## config.mk

```make
export PLATFORM = sky130hd
export DESIGN_NAME = zlib_stored_block_framer_unit_flat
export DESIGN_NICKNAME = d
export VERILOG_FILES = /design/src/rtl/zsbf_pkg.sv /design/src/rtl/zsbf_if.sv /design/src/rtl/zsbf_core.sv /design/src/rtl/zsbf_emitter.sv /design/src/rtl/zlib_stored_block_framer_unit.sv /design/src/flat_wrapper.sv
export SDC_FILE = /design/constraint.sdc
export NUM_CORES = 1
export LEC_CHECK = 0
export BUFFER_PORTS_ARGS = -buffer_cell sky130_fd_sc_hd__buf_2
export CELL_PAD_IN_SITES_DETAIL_PLACEMENT = 1
export CELL_PAD_IN_SITES_GLOBAL_PLACEMENT = 1
export CORE_MARGIN = 2
export CORE_UTILIZATION = 44
export DETAILED_ROUTE_END_ITERATION = 8
export HOLD_SLACK_MARGIN = 0.06
export PLACE_DENSITY = 0.78
export SLEW_MARGIN = 20
export SYNTH_ARGS = -nofsm -noshare
export SYNTH_HDL_FRONTEND = slang
export SYNTH_HIERARCHICAL = 1
export SYNTH_SLANG_ARGS = --single-unit
```

## constraint.sdc

```tcl
create_clock -name clk -period 6.7 [get_ports clk]
set_clock_uncertainty 0.2 [all_clocks]
set_input_delay 0.335 -clock clk [delete_from_list [all_inputs] [get_ports clk]]
set_output_delay 0.335 -clock clk [all_outputs]
set_load 0.05 [all_outputs]
```

## src/rtl/zsbf_pkg.sv

```systemverilog
// Package with the shared types and constants of the zlib stored-block framer.
package zsbf_pkg;

    // Adler-32 modulus and the largest stored-block payload.
    localparam logic [15:0] ADLER_MOD = 16'd65521;
    localparam logic [15:0] BLOCK_MAX = 16'hFFFF;

    // zlib stream header bytes.
    localparam logic [7:0] ZLIB_CMF = 8'h78;
    localparam logic [7:0] ZLIB_FLG = 8'h01;

    // Byte value used for block-type fields and on overrun results.
    localparam logic [7:0] BYTE_ZERO = 8'h00;

    // Input item kinds.
    localparam logic KIND_START = 1'b0;
    localparam logic KIND_DATA  = 1'b1;

    // Output byte slots, in stream order. One input item enables a subset of them.
    localparam int NUM_SLOTS = 13;

    typedef enum logic [3:0] {
        SLOT_HDR0   = 4'd0,
        SLOT_HDR1   = 4'd1,
        SLOT_BFINAL = 4'd2,
        SLOT_LEN_LO = 4'd3,
        SLOT_LEN_HI = 4'd4,
        SLOT_NLEN_LO = 4'd5,
        SLOT_NLEN_HI = 4'd6,
        SLOT_DATA   = 4'd7,
        SLOT_ADL3   = 4'd8,
        SLOT_ADL2   = 4'd9,
        SLOT_ADL1   = 4'd10,
        SLOT_ADL0   = 4'd11,
        SLOT_OVR    = 4'd12
    } slot_t;

    typedef logic [NUM_SLOTS-1:0] slot_mask_t;

    // Everything the emitter needs to serialize the results of one transaction.
    typedef struct packed {
        slot_mask_t  mask;
        logic [15:0] block_len;
        logic        block_final;
        logic [7:0]  data_byte;
        logic [31:0] adler;
    } burst_t;

    // Emitter status toward the framing core.
    typedef struct packed {
        logic take_ok;
        logic busy;
    } emit_status_t;

endpackage

```

## src/rtl/zsbf_if.sv

```systemverilog
// Handshake channel interfaces for input items and result bytes.
interface zsbf_in_if;
    logic       valid;
    logic       ready;
    logic       kind;
    logic [7:0] data_byte;

    modport source (output valid, output kind, output data_byte, input ready);
    modport sink (input valid, input kind, input data_byte, output ready);
endinterface

interface zsbf_out_if;
    logic       valid;
    logic       ready;
    logic [7:0] out_byte;
    logic       run_last;
    logic       stream_end;
    logic       overrun;

    modport source (output valid, output out_byte, output run_last, output stream_end,
                    output overrun, input ready);
    modport sink (input valid, input out_byte, input run_last, input stream_end,
                  input overrun, output ready);
endinterface

```

## src/rtl/zsbf_core.sv

```systemverilog
// Framing core: stream state, Adler-32 update and per-transaction burst build.
module zsbf_core #(
    parameter int LENGTH_BITS = 32
) (
    input  logic                  clk,
    input  logic                  rst_n,
    input  logic                  cfg_we,
    input  logic [31:0]           cfg_data,
    zsbf_in_if.sink               item,
    input  zsbf_pkg::emit_status_t status,
    output logic                  accept,
    output zsbf_pkg::burst_t      burst
);
    import zsbf_pkg::*;

    logic [LENGTH_BITS-1:0] len_reg;
    logic [LENGTH_BITS-1:0] bytes_taken_reg, bytes_taken_next;
    logic [15:0]            block_left_reg, block_left_next;
    logic [15:0]            sum_low_reg, sum_low_next;
    logic [15:0]            sum_high_reg, sum_high_next;

    logic [LENGTH_BITS-1:0] remain;
    logic [LENGTH_BITS-1:0] taken_inc;
    logic                   remain_big;
    logic [15:0]            new_len;
    logic [16:0]            low_sum;
    logic [16:0]            high_sum;
    logic [15:0]            low_mod;
    logic [15:0]            high_mod;

    assign item.ready = status.take_ok;
    assign accept     = item.valid && status.take_ok;

    // Length register, to be written only while the block is idle; the block itself does not enforce this.
    always_ff @(posedge clk or negedge rst_n)
    begin
        if (!rst_n)
        begin
            len_reg <= '0;
        end
        else if (cfg_we)
        begin
            len_reg <= LENGTH_BITS'(cfg_data);
        end
    end

    // Adler-32 sums with a single conditional subtract each.
    always_comb
    begin
        low_sum  = {1'b0, sum_low_reg} + {9'b0, item.data_byte};
        low_mod  = (low_sum >= {1'b0, ADLER_MOD}) ? 16'(low_sum - {1'b0, ADLER_MOD})
                                                  : low_sum[15:0];
        high_sum = {1'b0, sum_high_reg} + {1'b0, low_mod};
        high_mod = (high_sum >= {1'b0, ADLER_MOD}) ? 16'(high_sum - {1'b0, ADLER_MOD})
                                                   : high_sum[15:0];
    end

    // Block sizing from what remains of the stream.
    always_comb
    begin
        remain     = len_reg - bytes_taken_reg;
        remain_big = |remain[LENGTH_BITS-1:16];
        new_len    = remain_big ? BLOCK_MAX : remain[15:0];
        taken_inc  = bytes_taken_reg + LENGTH_BITS'(1);
    end

    // Next state and the burst of result slots for the offered transaction.
    always_comb
    begin
        bytes_taken_next  = bytes_taken_reg;
        block_left_next   = block_left_reg;
        sum_low_next      = sum_low_reg;
        sum_high_next     = sum_high_reg;
        burst.mask        = '0;
        burst.block_len   = 16'd0;
        burst.block_final = 1'b1;
        burst.data_byte   = item.data_byte;
        burst.adler       = {sum_high_reg, sum_low_reg};

        if (item.kind == KIND_START)
        begin
            // A start restarts the stream; an empty stream closes at once.
            bytes_taken_next = '0;
            block_left_next  = 16'd0;
            sum_low_next     = 16'd1;
            sum_high_next    = 16'd0;
            burst.adler      = 32'h0000_0001;
            burst.mask[SLOT_HDR0] = 1'b1;
            burst.mask[SLOT_HDR1] = 1'b1;
            if (len_reg == '0)
            begin
                burst.mask[SLOT_BFINAL]  = 1'b1;
                burst.mask[SLOT_LEN_LO]  = 1'b1;
                burst.mask[SLOT_LEN_HI]  = 1'b1;
                burst.mask[SLOT_NLEN_LO] = 1'b1;
                burst.mask[SLOT_NLEN_HI] = 1'b1;
                burst.mask[SLOT_ADL3]    = 1'b1;
                burst.mask[SLOT_ADL2]    = 1'b1;
                burst.mask[SLOT_ADL1]    = 1'b1;
                burst.mask[SLOT_ADL0]    = 1'b1;
            end
        end
        else if (bytes_taken_reg >= len_reg)
        begin
            burst.mask[SLOT_OVR] = 1'b1;
        end
        else
        begin
            // Pass the byte through, opening a new stored block when needed.
            burst.mask[SLOT_DATA] = 1'b1;
            burst.block_len       = new_len;
            burst.block_final     = !remain_big;
            if (block_left_reg == 16'd0)
            begin
                burst.mask[SLOT_BFINAL]  = 1'b1;
                burst.mask[SLOT_LEN_LO]  = 1'b1;
                burst.mask[SLOT_LEN_HI]  = 1'b1;
                burst.mask[SLOT_NLEN_LO] = 1'b1;
                burst.mask[SLOT_NLEN_HI] = 1'b1;
                block_left_next = new_len - 16'd1;
            end
            else
            begin
                block_left_next = block_left_reg - 16'd1;
            end
            bytes_taken_next = taken_inc;
            sum_low_next     = low_mod;
            sum_high_next    = high_mod;
            burst.adler      = {high_mod, low_mod};
            if (taken_inc == len_reg)
            begin
                burst.mask[SLOT_ADL3] = 1'b1;
                burst.mask[SLOT_ADL2] = 1'b1;
                burst.mask[SLOT_ADL1] = 1'b1;
                burst.mask[SLOT_ADL0] = 1'b1;
            end
        end
    end

    // Stream state registers.
    always_ff @(posedge clk or negedge rst_n)
    begin
        if (!rst_n)
        begin
            bytes_taken_reg <= '0;
            block_left_reg  <= 16'd0;
            sum_low_reg     <= 16'd1;
            sum_high_reg    <= 16'd0;
        end
        else if (accept)
        begin
            bytes_taken_reg <= bytes_taken_next;
            block_left_reg  <= block_left_next;
            sum_low_reg     <= sum_low_next;
            sum_high_reg    <= sum_high_next;
        end
    end

endmodule

```

## src/rtl/zsbf_emitter.sv

```systemverilog
// Burst register and output register: serializes one transaction's result bytes.
module zsbf_emitter (
    input  logic                    clk,
    input  logic                    rst_n,
    input  logic                    accept,
    input  zsbf_pkg::burst_t        burst,
    output zsbf_pkg::emit_status_t  status,
    zsbf_out_if.source              result
);
    import zsbf_pkg::*;

    slot_mask_t  mask_reg, mask_next;
    logic [15:0] block_len_reg;
    logic        block_final_reg;
    logic [7:0]  data_byte_reg;
    logic [31:0] adler_reg;

    logic        out_valid_reg, out_valid_next;
    logic [7:0]  out_byte_reg;
    logic        run_last_reg;
    logic        stream_end_reg;
    logic        overrun_reg;

    logic        out_load;
    logic        single;
    logic [3:0]  slot_idx;
    logic [7:0]  slot_byte;

    // The lowest pending slot goes out next.
    always_comb
    begin
        slot_idx = 4'd0;
        for (int i = NUM_SLOTS - 1; i >= 0; i--)
        begin
            if (mask_reg[i])
            begin
                slot_idx = 4'(i);
            end
        end
    end

    // Byte for the current slot.
    always_comb
    begin
        unique case (slot_t'(slot_idx))
            SLOT_HDR0:    slot_byte = ZLIB_CMF;
            SLOT_HDR1:    slot_byte = ZLIB_FLG;
            SLOT_BFINAL:  slot_byte = {7'd0, block_final_reg};
            SLOT_LEN_LO:  slot_byte = block_len_reg[7:0];
            SLOT_LEN_HI:  slot_byte = block_len_reg[15:8];
            SLOT_NLEN_LO: slot_byte = ~block_len_reg[7:0];
            SLOT_NLEN_HI: slot_byte = ~block_len_reg[15:8];
            SLOT_DATA:    slot_byte = data_byte_reg;
            SLOT_ADL3:    slot_byte = adler_reg[31:24];
            SLOT_ADL2:    slot_byte = adler_reg[23:16];
            SLOT_ADL1:    slot_byte = adler_reg[15:8];
            SLOT_ADL0:    slot_byte = adler_reg[7:0];
            SLOT_OVR:     slot_byte = BYTE_ZERO;
            default:      slot_byte = BYTE_ZERO;
        endcase
    end

    // Handshake between the burst register and the output register.
    always_comb
    begin
        single         = (mask_reg != '0) &&
                         ((mask_reg & (mask_reg - slot_mask_t'(1))) == '0);
        out_load       = (mask_reg != '0) && (!out_valid_reg || result.ready);
        status.busy    = (mask_reg != '0);
        status.take_ok = (mask_reg == '0) || (single && out_load);

        mask_next = mask_reg;
        if (accept)
        begin
            mask_next = burst.mask;
        end
        else if (out_load)
        begin
            mask_next = mask_reg & (mask_reg - slot_mask_t'(1));
        end

        out_valid_next = out_valid_reg;
        if (out_load)
        begin
            out_valid_next = 1'b1;
        end
        else if (result.ready)
        begin
            out_valid_next = 1'b0;
        end
    end

    // Control registers.
    always_ff @(posedge clk or negedge rst_n)
    begin
        if (!rst_n)
        begin
            mask_reg      <= '0;
            out_valid_reg <= 1'b0;
        end
        else
        begin
            mask_reg      <= mask_next;
            out_valid_reg <= out_valid_next;
        end
    end

    // Burst payload, captured with each transaction.
    always_ff @(posedge clk)
    begin
        if (accept)
        begin
            block_len_reg   <= burst.block_len;
            block_final_reg <= burst.block_final;
            data_byte_reg   <= burst.data_byte;
            adler_reg       <= burst.adler;
        end
    end

    // Output payload register.
    always_ff @(posedge clk)
    begin
        if (out_load)
        begin
            out_byte_reg   <= slot_byte;
            run_last_reg   <= single;
            stream_end_reg <= (slot_t'(slot_idx) == SLOT_ADL0);
            overrun_reg    <= (slot_t'(slot_idx) == SLOT_OVR);
        end
    end

    assign result.valid      = out_valid_reg;
    assign result.out_byte   = out_byte_reg;
    assign result.run_last   = run_last_reg;
    assign result.stream_end = stream_end_reg;
    assign result.overrun    = overrun_reg;

endmodule

```

## src/rtl/zlib_stored_block_framer_unit.sv

```systemverilog
// Top level of the zlib stored-block framer with Adler-32 trailer.
//
//  Channel   Direction  Payload                                     Handshake
//  item      in         kind, data_byte                             valid/ready
//  result    out        out_byte, run_last, stream_end, overrun     valid/ready
//  cfg       in         cfg_data (stream_length)                    cfg_we
//
// A data byte inside a running block gives a single result byte, so one byte per clock streams
// through while result.ready stays high. A transaction that opens a block or closes the stream
// holds item.ready low while its burst register holds more than one result byte (up to ten extra
// bytes). A result passes through the burst register and then the output register.
// Reset clears the stream state and the length; result.ready low stalls the output
// register, and the input stalls while the burst register holds more than one byte,
// or holds its last byte while the output register is full and not taken.
module zlib_stored_block_framer_unit #(
    parameter int LENGTH_BITS = 32
) (
    input  logic        clk,
    input  logic        rst_n,
    input  logic        cfg_we,
    input  logic [31:0] cfg_data,
    zsbf_in_if.sink     item,
    zsbf_out_if.source  result
);
    import zsbf_pkg::*;

    logic         accept;
    burst_t       burst;
    emit_status_t status;

    // Stream state and burst build.
    zsbf_core #(
        .LENGTH_BITS (LENGTH_BITS)
    ) u_core (
        .clk      (clk),
        .rst_n    (rst_n),
        .cfg_we   (cfg_we),
        .cfg_data (cfg_data),
        .item     (item),
        .status   (status),
        .accept   (accept),
        .burst    (burst)
    );

    // Result serializer.
    zsbf_emitter u_emitter (
        .clk    (clk),
        .rst_n  (rst_n),
        .accept (accept),
        .burst  (burst),
        .status (status),
        .result (result)
    );

    // A taken transaction always leaves bytes to send.
    assert property (@(posedge clk) disable iff (!rst_n) accept |=> status.busy)
        else $error("burst register empty after a transaction");

    // An idle emitter always takes input.
    assert property (@(posedge clk) disable iff (!rst_n) !status.busy |-> item.ready)
        else $error("input stalled while the emitter is idle");

    // The closing trailer byte ends its transaction.
    assert property (@(posedge clk) disable iff (!rst_n)
        (result.valid && result.stream_end) |-> result.run_last)
        else $error("stream end not on the last result of a transaction");

    // An overrun result is a lone zero byte.
    assert property (@(posedge clk) disable iff (!rst_n)
        (result.valid && result.overrun) |-> (result.run_last && result.out_byte == 8'h00))
        else $error("malformed overrun result");

endmodule

```

## src/flat_wrapper.sv

```systemverilog
// flat-port wrapper written by rule: the top's interface ports become plain ports
module zlib_stored_block_framer_unit_flat import zsbf_pkg::*;
#(
    parameter int LENGTH_BITS = 32
)
  (clk, rst_n, cfg_we, cfg_data, item_valid, item_kind, item_data_byte, item_ready, result_valid, result_out_byte, result_run_last, result_stream_end, result_overrun, result_ready);
  zsbf_in_if item_i ();
  zsbf_out_if result_i ();
  input  logic clk;
  input  logic rst_n;
  input  logic cfg_we;
  input  logic [31:0] cfg_data;
  input wire logic [$bits(item_i.valid)-1:0] item_valid;
  input wire logic [$bits(item_i.kind)-1:0] item_kind;
  input wire logic [$bits(item_i.data_byte)-1:0] item_data_byte;
  output wire logic [$bits(item_i.ready)-1:0] item_ready;
  output wire logic [$bits(result_i.valid)-1:0] result_valid;
  output wire logic [$bits(result_i.out_byte)-1:0] result_out_byte;
  output wire logic [$bits(result_i.run_last)-1:0] result_run_last;
  output wire logic [$bits(result_i.stream_end)-1:0] result_stream_end;
  output wire logic [$bits(result_i.overrun)-1:0] result_overrun;
  input wire logic [$bits(result_i.ready)-1:0] result_ready;
  assign item_i.valid = item_valid;
  assign item_i.kind = item_kind;
  assign item_i.data_byte = item_data_byte;
  assign item_ready = item_i.ready;
  assign result_valid = result_i.valid;
  assign result_out_byte = result_i.out_byte;
  assign result_run_last = result_i.run_last;
  assign result_stream_end = result_i.stream_end;
  assign result_overrun = result_i.overrun;
  assign result_i.ready = result_ready;
  zlib_stored_block_framer_unit #(.LENGTH_BITS(LENGTH_BITS)) u_core (.clk(clk), .rst_n(rst_n), .cfg_we(cfg_we), .cfg_data(cfg_data), .item(item_i), .result(result_i));
endmodule
```

==> run metrics, run 1 <==
status finished with violations; failing checks negative setup slack; GR Overflow Total 0; most common cell after layout, fill and taps aside nand2_1; Slew Viols, Final 0; CP startpoint kind flop; slew margin rel. between 20 and 30%; root buffer cell clkbuf_16; # rows 67; maximum VDD drop about 0.27 mV; via count of the first global-routing pass around 15,000; fraction of layout cells with a size suffix above 1 between 10% and 20%; largest net degree at the start of global routing 85; Synth Cell Area between 15,000 and 20,000 sq um; I/O Buffers 58; post-synthesis sequential area ratio 34.43%; synth unique cells just over 100; area leader, netlist dfrtp_1; power density cells 397.7 nW/um^2; Post-DP Area between 15,000 and 20,000 sq um; Setup violations, final 21; max frequency roughly 140 MHz; FFs w/ async S/R, synth around 65%; Primary FF master, synth dfrtp_1; Detail Placement HPWL 36.82 mm; WP data arrival roughly 7 ns; gpl congestion just over 0.9; kind of critical path reg2reg; slowest cell on the critical path a2111oi_4; antenna violations before repair 0; Max-Cap Viols 0; Total GRT Usage about 29%; drt total wl around 52 mm; Fin. Hold Viols 0; EDFF count, synth slightly below 70; RSZ-0062 raised after global routing yes; Via density 6.209; setup TNS -1.976 ns; Die H approximately 190 microns; Synth warnings 6; first-pass detailed-route iteration total 5; Slew @ Worst Pin 1.051 ns; CTS tree yes; CTS Buf Count 17; top fanout value on the critical path 5; vias about 15,000; Final #Nets around 2,000; Die W roughly 190 microns; worst hold path depth 4; area delta synth->final 17.64%; top cells by area, synth dfrtp_1, edfxtp_1, ha_1; global-route wire length before repair about 82 mm; worst-skew pair later-pin latency about 0.46 ns; Initial Util between 40% and 50%; routed len/inst 22.28 microns; Design Area, Final roughly 18,000 sq um; Final period util 103.3%; CTS clk-pin slew, worst paths 0.08 ns; static leakage ~7 nW; crit path capture type flop; Syn Inst Count around 1,800; I/O pins 59; Worst Reg-to-Reg Cells 29; area share of the largest cell type after synthesis about 21%; crit-path max cell delay about 0.46 ns; ANT cells 0; syn avg cell area 8.522 sq um; htree depth 4; most frequent CP cell a21oi_2; syn_nets approximately 1,900; WP data required around 6.7 ns; CTS Buffer Depth 2; Detail Route Antenna Nets 0; Core ar. about 34,000 sq um; Tmin final between 6 and 7 ns; setup ws final -0.2201 ns; number of synthesized register bits 194; most frequent cells in the layout nand2_1, a21oi_1, dfrtp_1; Worst Hold Class in2reg; drc violations 0; Iter 0 DRT Violations about 1,100; die area about 36,000 sq um; clk sinks 194
==> synthesized netlist by cell type, types with 6 or more instances <==
| cell | instances |
|---|---|
| a22o_1 | 9 |
| dfrtp_1 | 125 |
| nand4_1 | 26 |
| o31ai_1 | 17 |
| buf_1 | 6 |
| nor2b_1 | 11 |
| ha_1 | 63 |
| nor4_1 | 26 |
| xnor2_1 | 76 |
| nor2_1 | 127 |
| edfxtp_1 | 68 |
| nand2_1 | 176 |
| o21ai_0 | 138 |
| a21o_1 | 29 |
| o21ai_1 | 17 |
| o21bai_1 | 8 |
| and2_1 | 11 |
| or3_1 | 23 |
| nand2b_1 | 25 |
| xor2_1 | 33 |
| mux2_2 | 34 |
| or2_2 | 8 |
| nor3b_1 | 7 |
| clkbuf_1 | 63 |
| a22oi_1 | 10 |
| buf_2 | 19 |
| o22ai_1 | 14 |
| mux2i_1 | 11 |
| a211oi_1 | 19 |
| a21oi_1 | 134 |
| nor3_1 | 56 |
| o31a_1 | 6 |
| nand3_1 | 61 |
| inv_1 | 73 |
| o21a_1 | 19 |
| o22a_1 | 7 |
| a31oi_1 | 17 |
| or4_1 | 7 |
| buf_4 | 20 |
| o2bb2ai_1 | 8 |
| and3_1 | 25 |
| o211ai_1 | 13 |
==> layout make-up <==
cell class | instances | area (sq um)
Timing Repair Buffer | 205 | 1543
Inverter | 76 | 285.3
Tap cell | 448 | 560.5
Multi-Input combinational cell | 1390 | 9619
Sequential cell | 194 | 5196
Fill cell | 3937 | 15860
Clock buffer | 18 | 429.2
Clock inverter | 14 | 122.6
==> metal layers <==
metal	up-vias	GRT usage, %	part of all wire [%]
met5	-	0	0
met4	0	10.47	3.4
met3	105	3.874	4.4
met2	412	50.41	50
met1	7296	35.90	42
li1	6748	-	-
==> timing repair <==
| action | CTS | global route |
|---|---|---|
| pin swaps | 13 | 43 |
| endpoints found under the setup margin | 32 | 32 |
| resized for setup | 28 | 89 |
| hold endpoints to repair | 102 | 0 |
| cloned | 0 | 0 |
| buffers inserted | 8 | 24 |
| hold buffers | 42 | 0 |
==> cells by family (layout without fill, tap and decap cells) <==
logic type                 Yosys count  in the layout  synth area share [%]
xor gates and xnor gates           109            109                 6.325
AOI/OAI and AO/OA                  541            541                 23.58
buffers and inverters              187            313                 5.413
muxes                               49             49                 3.589
adders and majority gates           69             69                 5.819
and+or+nand+nor                    622            622                 20.85
DFF                                194            194                 34.43
==> per-stage QoR <==
step	total power [mW]	hold WS, ns	cells	worst slack (ns)	util [%]
after global placement	5.445	0.1604	2243	-0.2667	47.68
after detailed placement	5.590	0.1624	2243	-0.7665	47.68
after global routing	7.473	0.1502	2345	-0.5209	52.82
after floorplan	4.400	-0.1606	1771	0.02887	-
after CTS	6.724	0.1475	2325	0.009325	51.22
final	7.061	0.1603	2345	-0.2201	52.82
==> path summary, 6_finish.rpt <==
check | endpoint | slack (ns) | from
worst min-delay path | u_core/u_core/block_left_reg[13] | 0.16 | item_valid
worst max register to register | u_core/u_emitter/adler_reg[25] | -0.22 | u_core/u_core/sum_low_reg[0]
worst max-delay path | u_core/u_emitter/adler_reg[25] | -0.22 | u_core/u_core/sum_low_reg[0]
max in group asynchronous | u_core/u_core/sum_low_reg[13] | 4.64 | rst_n
worst min register to register | u_core/u_core/sum_high_reg[11] | 0.32 | u_core/u_core/sum_high_reg[11]
min in group asynchronous | u_core/u_core/bytes_taken_reg[4] | 0.22 | rst_n
==> worst max-delay path, delay by kind of cell (launching register included) <==
kind	cells	cell delay, ns
AOI/OAI and AO/OA	12	2.53
and+or+nand+nor	8	1.69
adders and majority gates	3	0.83
buffers and inverters	4	0.57
xor gates and xnor gates	2	0.43
DFF	1	0.39
==> report_power, final <==
group / total (mW) / leakage [nW] / internal (mW) / switching (mW)
Combinational: 4.12 / 4.53 / 1.57 / 2.55
Clock: 1.01 / 0.257 / 0.488 / 0.522
Sequential: 1.93 / 2.32 / 1.64 / 0.288
Total: 7.06 / 7.11 / 3.70 / 3.36
Note: power is estimated with default switching activity, not from simulation.
==> inputs of run 2 (changes only) <==
- GPL_TIMING_DRIVEN: not set -> 0
==> run metrics, run 2 (synthesized netlist as in run 1, its figures left out) <==
setup ws final -0.5766 ns (was -0.2201 ns); Via density 6.262 (was 6.209); global-route wire length before repair 87.86 mm (was 81.68 mm); ANT cells 0 (unchanged); Detail Placement HPWL 40.38 mm (was 36.82 mm); antenna violations before repair 0 (unchanged); Detail Route Antenna Nets 0 (unchanged); CTS Buf Count 17 (unchanged); failing checks negative setup slack (unchanged); Crit path buffers/inverters 4 (unchanged); critical path depth 29 (unchanged); crit path capture type flop (unchanged); total power 7.248 mW (was 7.061 mW); area delta synth->final 19.64% (was 17.64%); Worst Reg-to-Reg Cells 29 (unchanged); Worst Hold Class in2async (was in2reg); clk sinks 194 (unchanged); vias 15,010 (was 14,560); first-pass detailed-route iteration total 5 (unchanged); drc violations 0 (unchanged); GR Overflow Total 0 (unchanged); I/O pins 59 (unchanged); routed len/inst 23.43 microns (was 22.28 microns); slew margin rel. 19.79% (was 28.10%); drt total wl 56.17 mm (was 52.25 mm); Post-DP Area 16,030 sq um (about the same); Setup violations, final 30 (was 21); RSZ-0062 raised after global routing yes (unchanged); Slew @ Worst Pin 1.203 ns (was 1.051 ns); Total GRT Usage 31.28% (was 28.68%); Final period util 108.6% (was 103.3%); most common cell after layout, fill and taps aside nand2_1 (unchanged); Fin. Hold Viols 0 (unchanged); CP startpoint kind flop (unchanged); gpl congestion 0.9304 (was 0.9168); # rows 67 (unchanged); WP data arrival 7.27 ns (was 6.90 ns); worst-skew pair later-pin latency 0.46 ns (about the same); pre-CTS setup slack -1.847 ns (was -0.7665 ns); Die W 189.2 microns (unchanged); Slew Viols, Final 0 (unchanged); CTS tree yes (unchanged); Crit. Startpoint u_core/u_core/sum_low_reg[0] (unchanged); root buffer cell clkbuf_16 (unchanged); kind of critical path reg2reg (unchanged); Die H 189.2 microns (unchanged); Placed Instances 2,279 (was 2,243); Final Util 53.72% (was 52.82%); largest net degree at the start of global routing 84 (was 85); CTS Buffer Depth 2 (unchanged); top fanout value on the critical path 5 (unchanged); via count of the first global-routing pass 15,690 (was 14,980); Max-Cap Viols 0 (unchanged); fraction of layout cells with a size suffix above 1 18.11% (was 18.77%); CP delay by family, top compound AO/OA/AOI/OAI gates (unchanged); die area 35,800 sq um (unchanged); Initial Util 44.90% (unchanged); WP data required 6.69 ns (was 6.68 ns); max frequency 137.4 MHz (was 144.5 MHz); htree depth 4 (unchanged); Critical Path Sink u_core/u_emitter/adler_reg[25] (unchanged); status finished with violations (unchanged); crit-path max cell delay 0.41 ns (was 0.46 ns); Design Area, Final 18,060 sq um (was 17,760 sq um); most frequent cells in the layout nand2_1, o21ai_0, nor2_1, dfrtp_1, a21oi_1 (was nand2_1, a21oi_1, dfrtp_1); power density cells 401.4 nW/um^2 (was 397.7 nW/um^2); RR Startpoint u_core/u_core/sum_low_reg[0] (unchanged); Tmin final 7.277 ns (was 6.920 ns); I/O Buffers 57 (was 58); slowest cell on the critical path dfstp_2 (was a2111oi_4); Iter 0 DRT Violations 1,095 (was 1,102); R2R Setup Slk -0.58 ns (was -0.22 ns); Cell Count, Final, Fillers Out 2,397 (was 2,345); maximum VDD drop 0.2981 mV (was 0.2677 mV); static leakage 7.172 nW (was 7.106 nW); Final #Nets 2,048 (was 1,996); Reg2Reg Capture Point u_core/u_emitter/adler_reg[25] (unchanged); CTS clk-pin slew, worst paths 0.08 ns (about the same); Core ar. 33,620 sq um (unchanged)
run 2: changes by cell type in the layout (fill, tap and decap cells not counted), sizes merged:
cell / previous run / this run
inv: 82 / 83
clkinv: 3 / 5
buf: 163 / 156
clkbuf: 18 / 76
clkinvlp: 5 / 2
bufinv: 0 / 1
run 2: worst min path at each step:
stage,start,endpoint,slack (ns),cells past startpoint
6_report,rst_n,u_core/u_core/len_reg[9],0.15,2
5_1_grt,rst_n,u_core/u_core/len_reg[9],0.17,2
3_5_place_dp,rst_n,u_core/u_core/bytes_taken_reg[7],0.05,1
4_1_cts,rst_n,u_core/u_core/bytes_taken_reg[7],0.16,2
3_3_place_gp,u_core/u_core/sum_high_reg[4],u_core/u_core/sum_high_reg[4],0.29,2
2_1_floorplan,rst_n,u_core/u_core/block_left_reg[0],-0.16,0
run 2: layout make-up:
type | count | area [sq um]
Buffer | 106 | 525.5
Clock buffer | 17 | 425.4
Clock inverter | 15 | 197.7
Fill cell | 3925 | 15560
Inverter | 76 | 287.8
Multi-Input combinational cell | 1390 | 9697
Sequential cell | 194 | 5199
Tap cell | 448 | 560.5
Timing Repair Buffer | 151 | 1165
run 2: timing repair:
action | in CTS | in global routing
pin swaps | 32 | 18
resized for setup | 91 | 32
hold endpoints to repair | 166 | 0
hold buffers | 42 | 0
buffers inserted | 34 | 15
setup endpoints to repair | 34 | 36
run 2: report_power, final:
part / internal (mW) / switching [mW]
registers: 1.64 / 0.232
clock network: 0.544 / 0.555
logic: 1.54 / 2.74
total: 3.72 / 3.53
run 2: per-layer routing:
metal	GRT usage, %	wire (microns)
met1	38.70	23440
met2	54.31	27550
met3	4.152	2478
met4	14.22	2693
met5	0	0
run 2: per-stage QoR:
stage                     hold slack [ns]  setup TNS [ns]
final                              0.1529          -11.05
after global routing               0.1720          -19.53
after CTS                          0.1569          -1.438
after detailed placement          0.05273          -47.96
after global placement             0.2891          -38.55
after floorplan                   -0.1606               0
run 2: worst reg2reg max path: cells and delay by family (launching register included):
kind | cells | cell delay (ns)
AND/OR/NAND/NOR | 7 | 1.29
buffers and inverters | 4 | 0.73
adder cells (fa/ha/maj) | 3 | 0.82
AO/OA/AOI/OAI | 13 | 3.08
XOR/XNOR | 2 | 0.45
flip-flops | 1 | 0.41
==> inputs of run 3 (changes only) <==
- CORE_UTILIZATION: 44 -> 49
- PLACE_DENSITY: 0.78 -> not set
- PLACE_DENSITY_LB_ADDON: not set -> 0.08
- clock period: 6.7 -> 7.3 ns (I/O delays scaled with it)
==> run metrics, run 3 (synthesized netlist as in run 1, its figures left out) <==
worst hold path depth 2; Total GRT Usage 33.79% (was 31.28%); setup TNS 0 ns (was -11.05 ns); Detail Placement HPWL 40.87 mm (was 40.38 mm); drt total wl 55.94 mm (was 56.17 mm); Via density 6.393 (was 6.262); Iter 0 DRT Violations 1,098 (was 1,095); CTS tree yes (unchanged); status complete, no violations (was finished with violations); CTS Buf Count 17 (unchanged); total power 6.459 mW (was 7.248 mW); CTS Buffer Depth 2 (unchanged); Worst Reg-to-Reg Cells 26 (was 29); Slew @ Worst Pin 1.138 ns (was 1.203 ns); HP Start item_data_byte[1]; RSZ-0062 raised after global routing yes (unchanged); Design Area, Final 17,580 sq um (was 18,060 sq um); Initial Util 49.60% (was 44.90%); worst-skew pair later-pin latency 0.48 ns (was 0.46 ns); WP data required 7.30 ns (was 6.69 ns); largest net degree at the start of global routing 75 (was 84); vias 14,840 (was 15,010); Max-Cap Viols 0 (unchanged); GR Overflow Total 0 (unchanged); Cell Count, Final, Fillers Out 2,321 (was 2,397); WP data arrival 7.20 ns (was 7.27 ns); I/O Buffers 57 (unchanged); Post-DP Area 15,950 sq um (was 16,030 sq um); met2 WL post-DR 27.99 mm (was 27.55 mm); maximum VDD drop 0.2115 mV (was 0.2981 mV); Slew Viols, Final 0 (unchanged); area delta synth->final 16.50% (was 19.64%); I/O pins 59 (unchanged); CTS clk-pin slew, worst paths 0.08 ns (about the same); global-route wire length before repair 86.33 mm (was 87.86 mm); Final #Nets 2,024 (was 2,048); Placed Instances 2,226 (was 2,279); root buffer cell clkbuf_16 (unchanged); static leakage 6.985 nW (was 7.172 nW); WL met3 2.438 mm (was 2.478 mm); R2R Setup Slk 0.10 ns (was -0.58 ns); Setup violations, final 0 (was 30); Fin Hold WS 0.09077 ns (was 0.1529 ns); crit path capture type flop (unchanged); Reg2Reg Capture Point u_core/u_emitter/adler_reg[30] (was u_core/u_emitter/adler_reg[25]); fraction of layout cells with a size suffix above 1 15.79% (was 18.11%); slew margin rel. 24.16% (was 19.79%); htree depth 4 (unchanged); Final period util 98.62% (was 108.6%); Die H 179.5 microns (was 189.2 microns); WL met1 23.08 mm (was 23.44 mm); ANT cells 0 (unchanged); antenna violations before repair 1 (was 0); most common cell after layout, fill and taps aside nand2_1 (unchanged); Die W 179.5 microns (was 189.2 microns); kind of critical path reg2reg (unchanged); gpl congestion 0.9284 (was 0.9304); Worst Hold Class in2reg (was in2async); drc violations 0 (unchanged); first-pass detailed-route iteration total 5 (unchanged); max frequency 138.9 MHz (was 137.4 MHz); routed len/inst 24.10 microns (was 23.43 microns); Tmin final 7.199 ns (was 7.277 ns); RR Startpoint u_core/u_core/sum_low_reg[0] (unchanged); power density cells 367.3 nW/um^2 (was 401.4 nW/um^2); Highest Signal Layer met4 (unchanged); end of the worst hold path u_core/u_emitter/data_byte_reg[1]; die area 32,220 sq um (was 35,800 sq um); most frequent cells in the layout nand2_1, o21ai_0, a21oi_1 (was nand2_1, o21ai_0, nor2_1, dfrtp_1, a21oi_1); top fanout value on the critical path 7 (was 5); Fin. Hold Viols 0 (unchanged); # rows 64 (was 67); clk sinks 194 (unchanged); via count of the first global-routing pass 15,200 (was 15,690); Detail Route Antenna Nets 0 (unchanged); CP startpoint kind flop (unchanged); Core ar. 30,430 sq um (was 33,620 sq um)
[run 3: worst max path at each step]
stage                                             from                              to  slack [ns]  cells after the start
final                     u_core/u_core/sum_low_reg[0]  u_core/u_emitter/adler_reg[30]        0.10                     26
after global placement               item_data_byte[0]  u_core/u_emitter/adler_reg[26]       -1.07                     30
after CTS                 u_core/u_core/sum_low_reg[0]  u_core/u_emitter/adler_reg[26]        0.04                     30
after floorplan                      item_data_byte[0]  u_core/u_emitter/adler_reg[22]        0.47                     28
after detailed placement             item_data_byte[0]  u_core/u_emitter/adler_reg[25]       -1.42                     29
after global routing      u_core/u_core/sum_low_reg[0]  u_core/u_emitter/adler_reg[30]       -0.12                     26
[run 3: layout make-up]
| cell class | count | area, sq um |
|---|---|---|
| repair buffers | 126 | 959.7 |
| well taps | 396 | 495.5 |
| clock inverters | 14 | 151.4 |
| fillers | 3574 | 12850 |
| clock buffers | 18 | 429.2 |
| flip-flops and latches | 194 | 5196 |
| inverters | 76 | 287.8 |
| multi-input cells | 1390 | 9530 |
| plain buffers | 107 | 533.0 |
[run 3: through the flow]
stage                     worst slack (ns)  util [%]
after floorplan                     0.4678         -
after global placement              -1.073     52.17
after detailed placement            -1.425     52.40
after CTS                          0.03859     56.52
after global routing               -0.1193     57.78
final                               0.1007     57.78
[run 3: critical path, stage by stage (launching register included)]
cell and delay [ns]:
dfstp_2 0.60, ha_4 0.18, fa_2 0.23, a21o_1 0.15, a21oi_2 0.08, o21bai_2 0.24, a2111oi_4 0.13, buf_4 0.17
nor4_4 0.41, nor2b_4 0.26, nand3_1 0.27, nor2_1 0.34, nand2_1 0.08, a21oi_1 0.43, ha_1 0.34, clkbuf_1 0.21
nand2_1 0.13, nand2_1 0.07, a21o_1 0.17, a21oi_1 0.28, o21ai_0 0.22, a21o_1 0.23, a311oi_4 0.48, o21ai_0 0.20
a21oi_1 0.19, a31oi_1 0.08, a211oi_1 0.55
[run 3: repair_timing]
action	CTS	global route
hold buffers	41	0
hold endpoints to repair	94	0
endpoints found under the setup margin	32	32
resized for setup	36	52
pin swaps	6	25
buffers inserted	8	18
[run 3: per-layer routing]
| metal | vias to the layer above | GRT usage [%] |
|---|---|---|
| li1 | 6790 | - |
| met1 | 7459 | 42.39 |
| met2 | 468 | 58.57 |
| met3 | 122 | 3.181 |
| met4 | 0 | 16.20 |
| met5 | - | 0 |
[run 3: power by group]
part | leakage (nW) | total, mW | internal, mW | switching [mW]
logic | 4.38 | 3.77 | 1.31 | 2.45
registers | 2.32 | 1.72 | 1.50 | 0.214
clock network | 0.284 | 0.974 | 0.463 | 0.511
total | 6.98 | 6.46 | 3.28 | 3.18
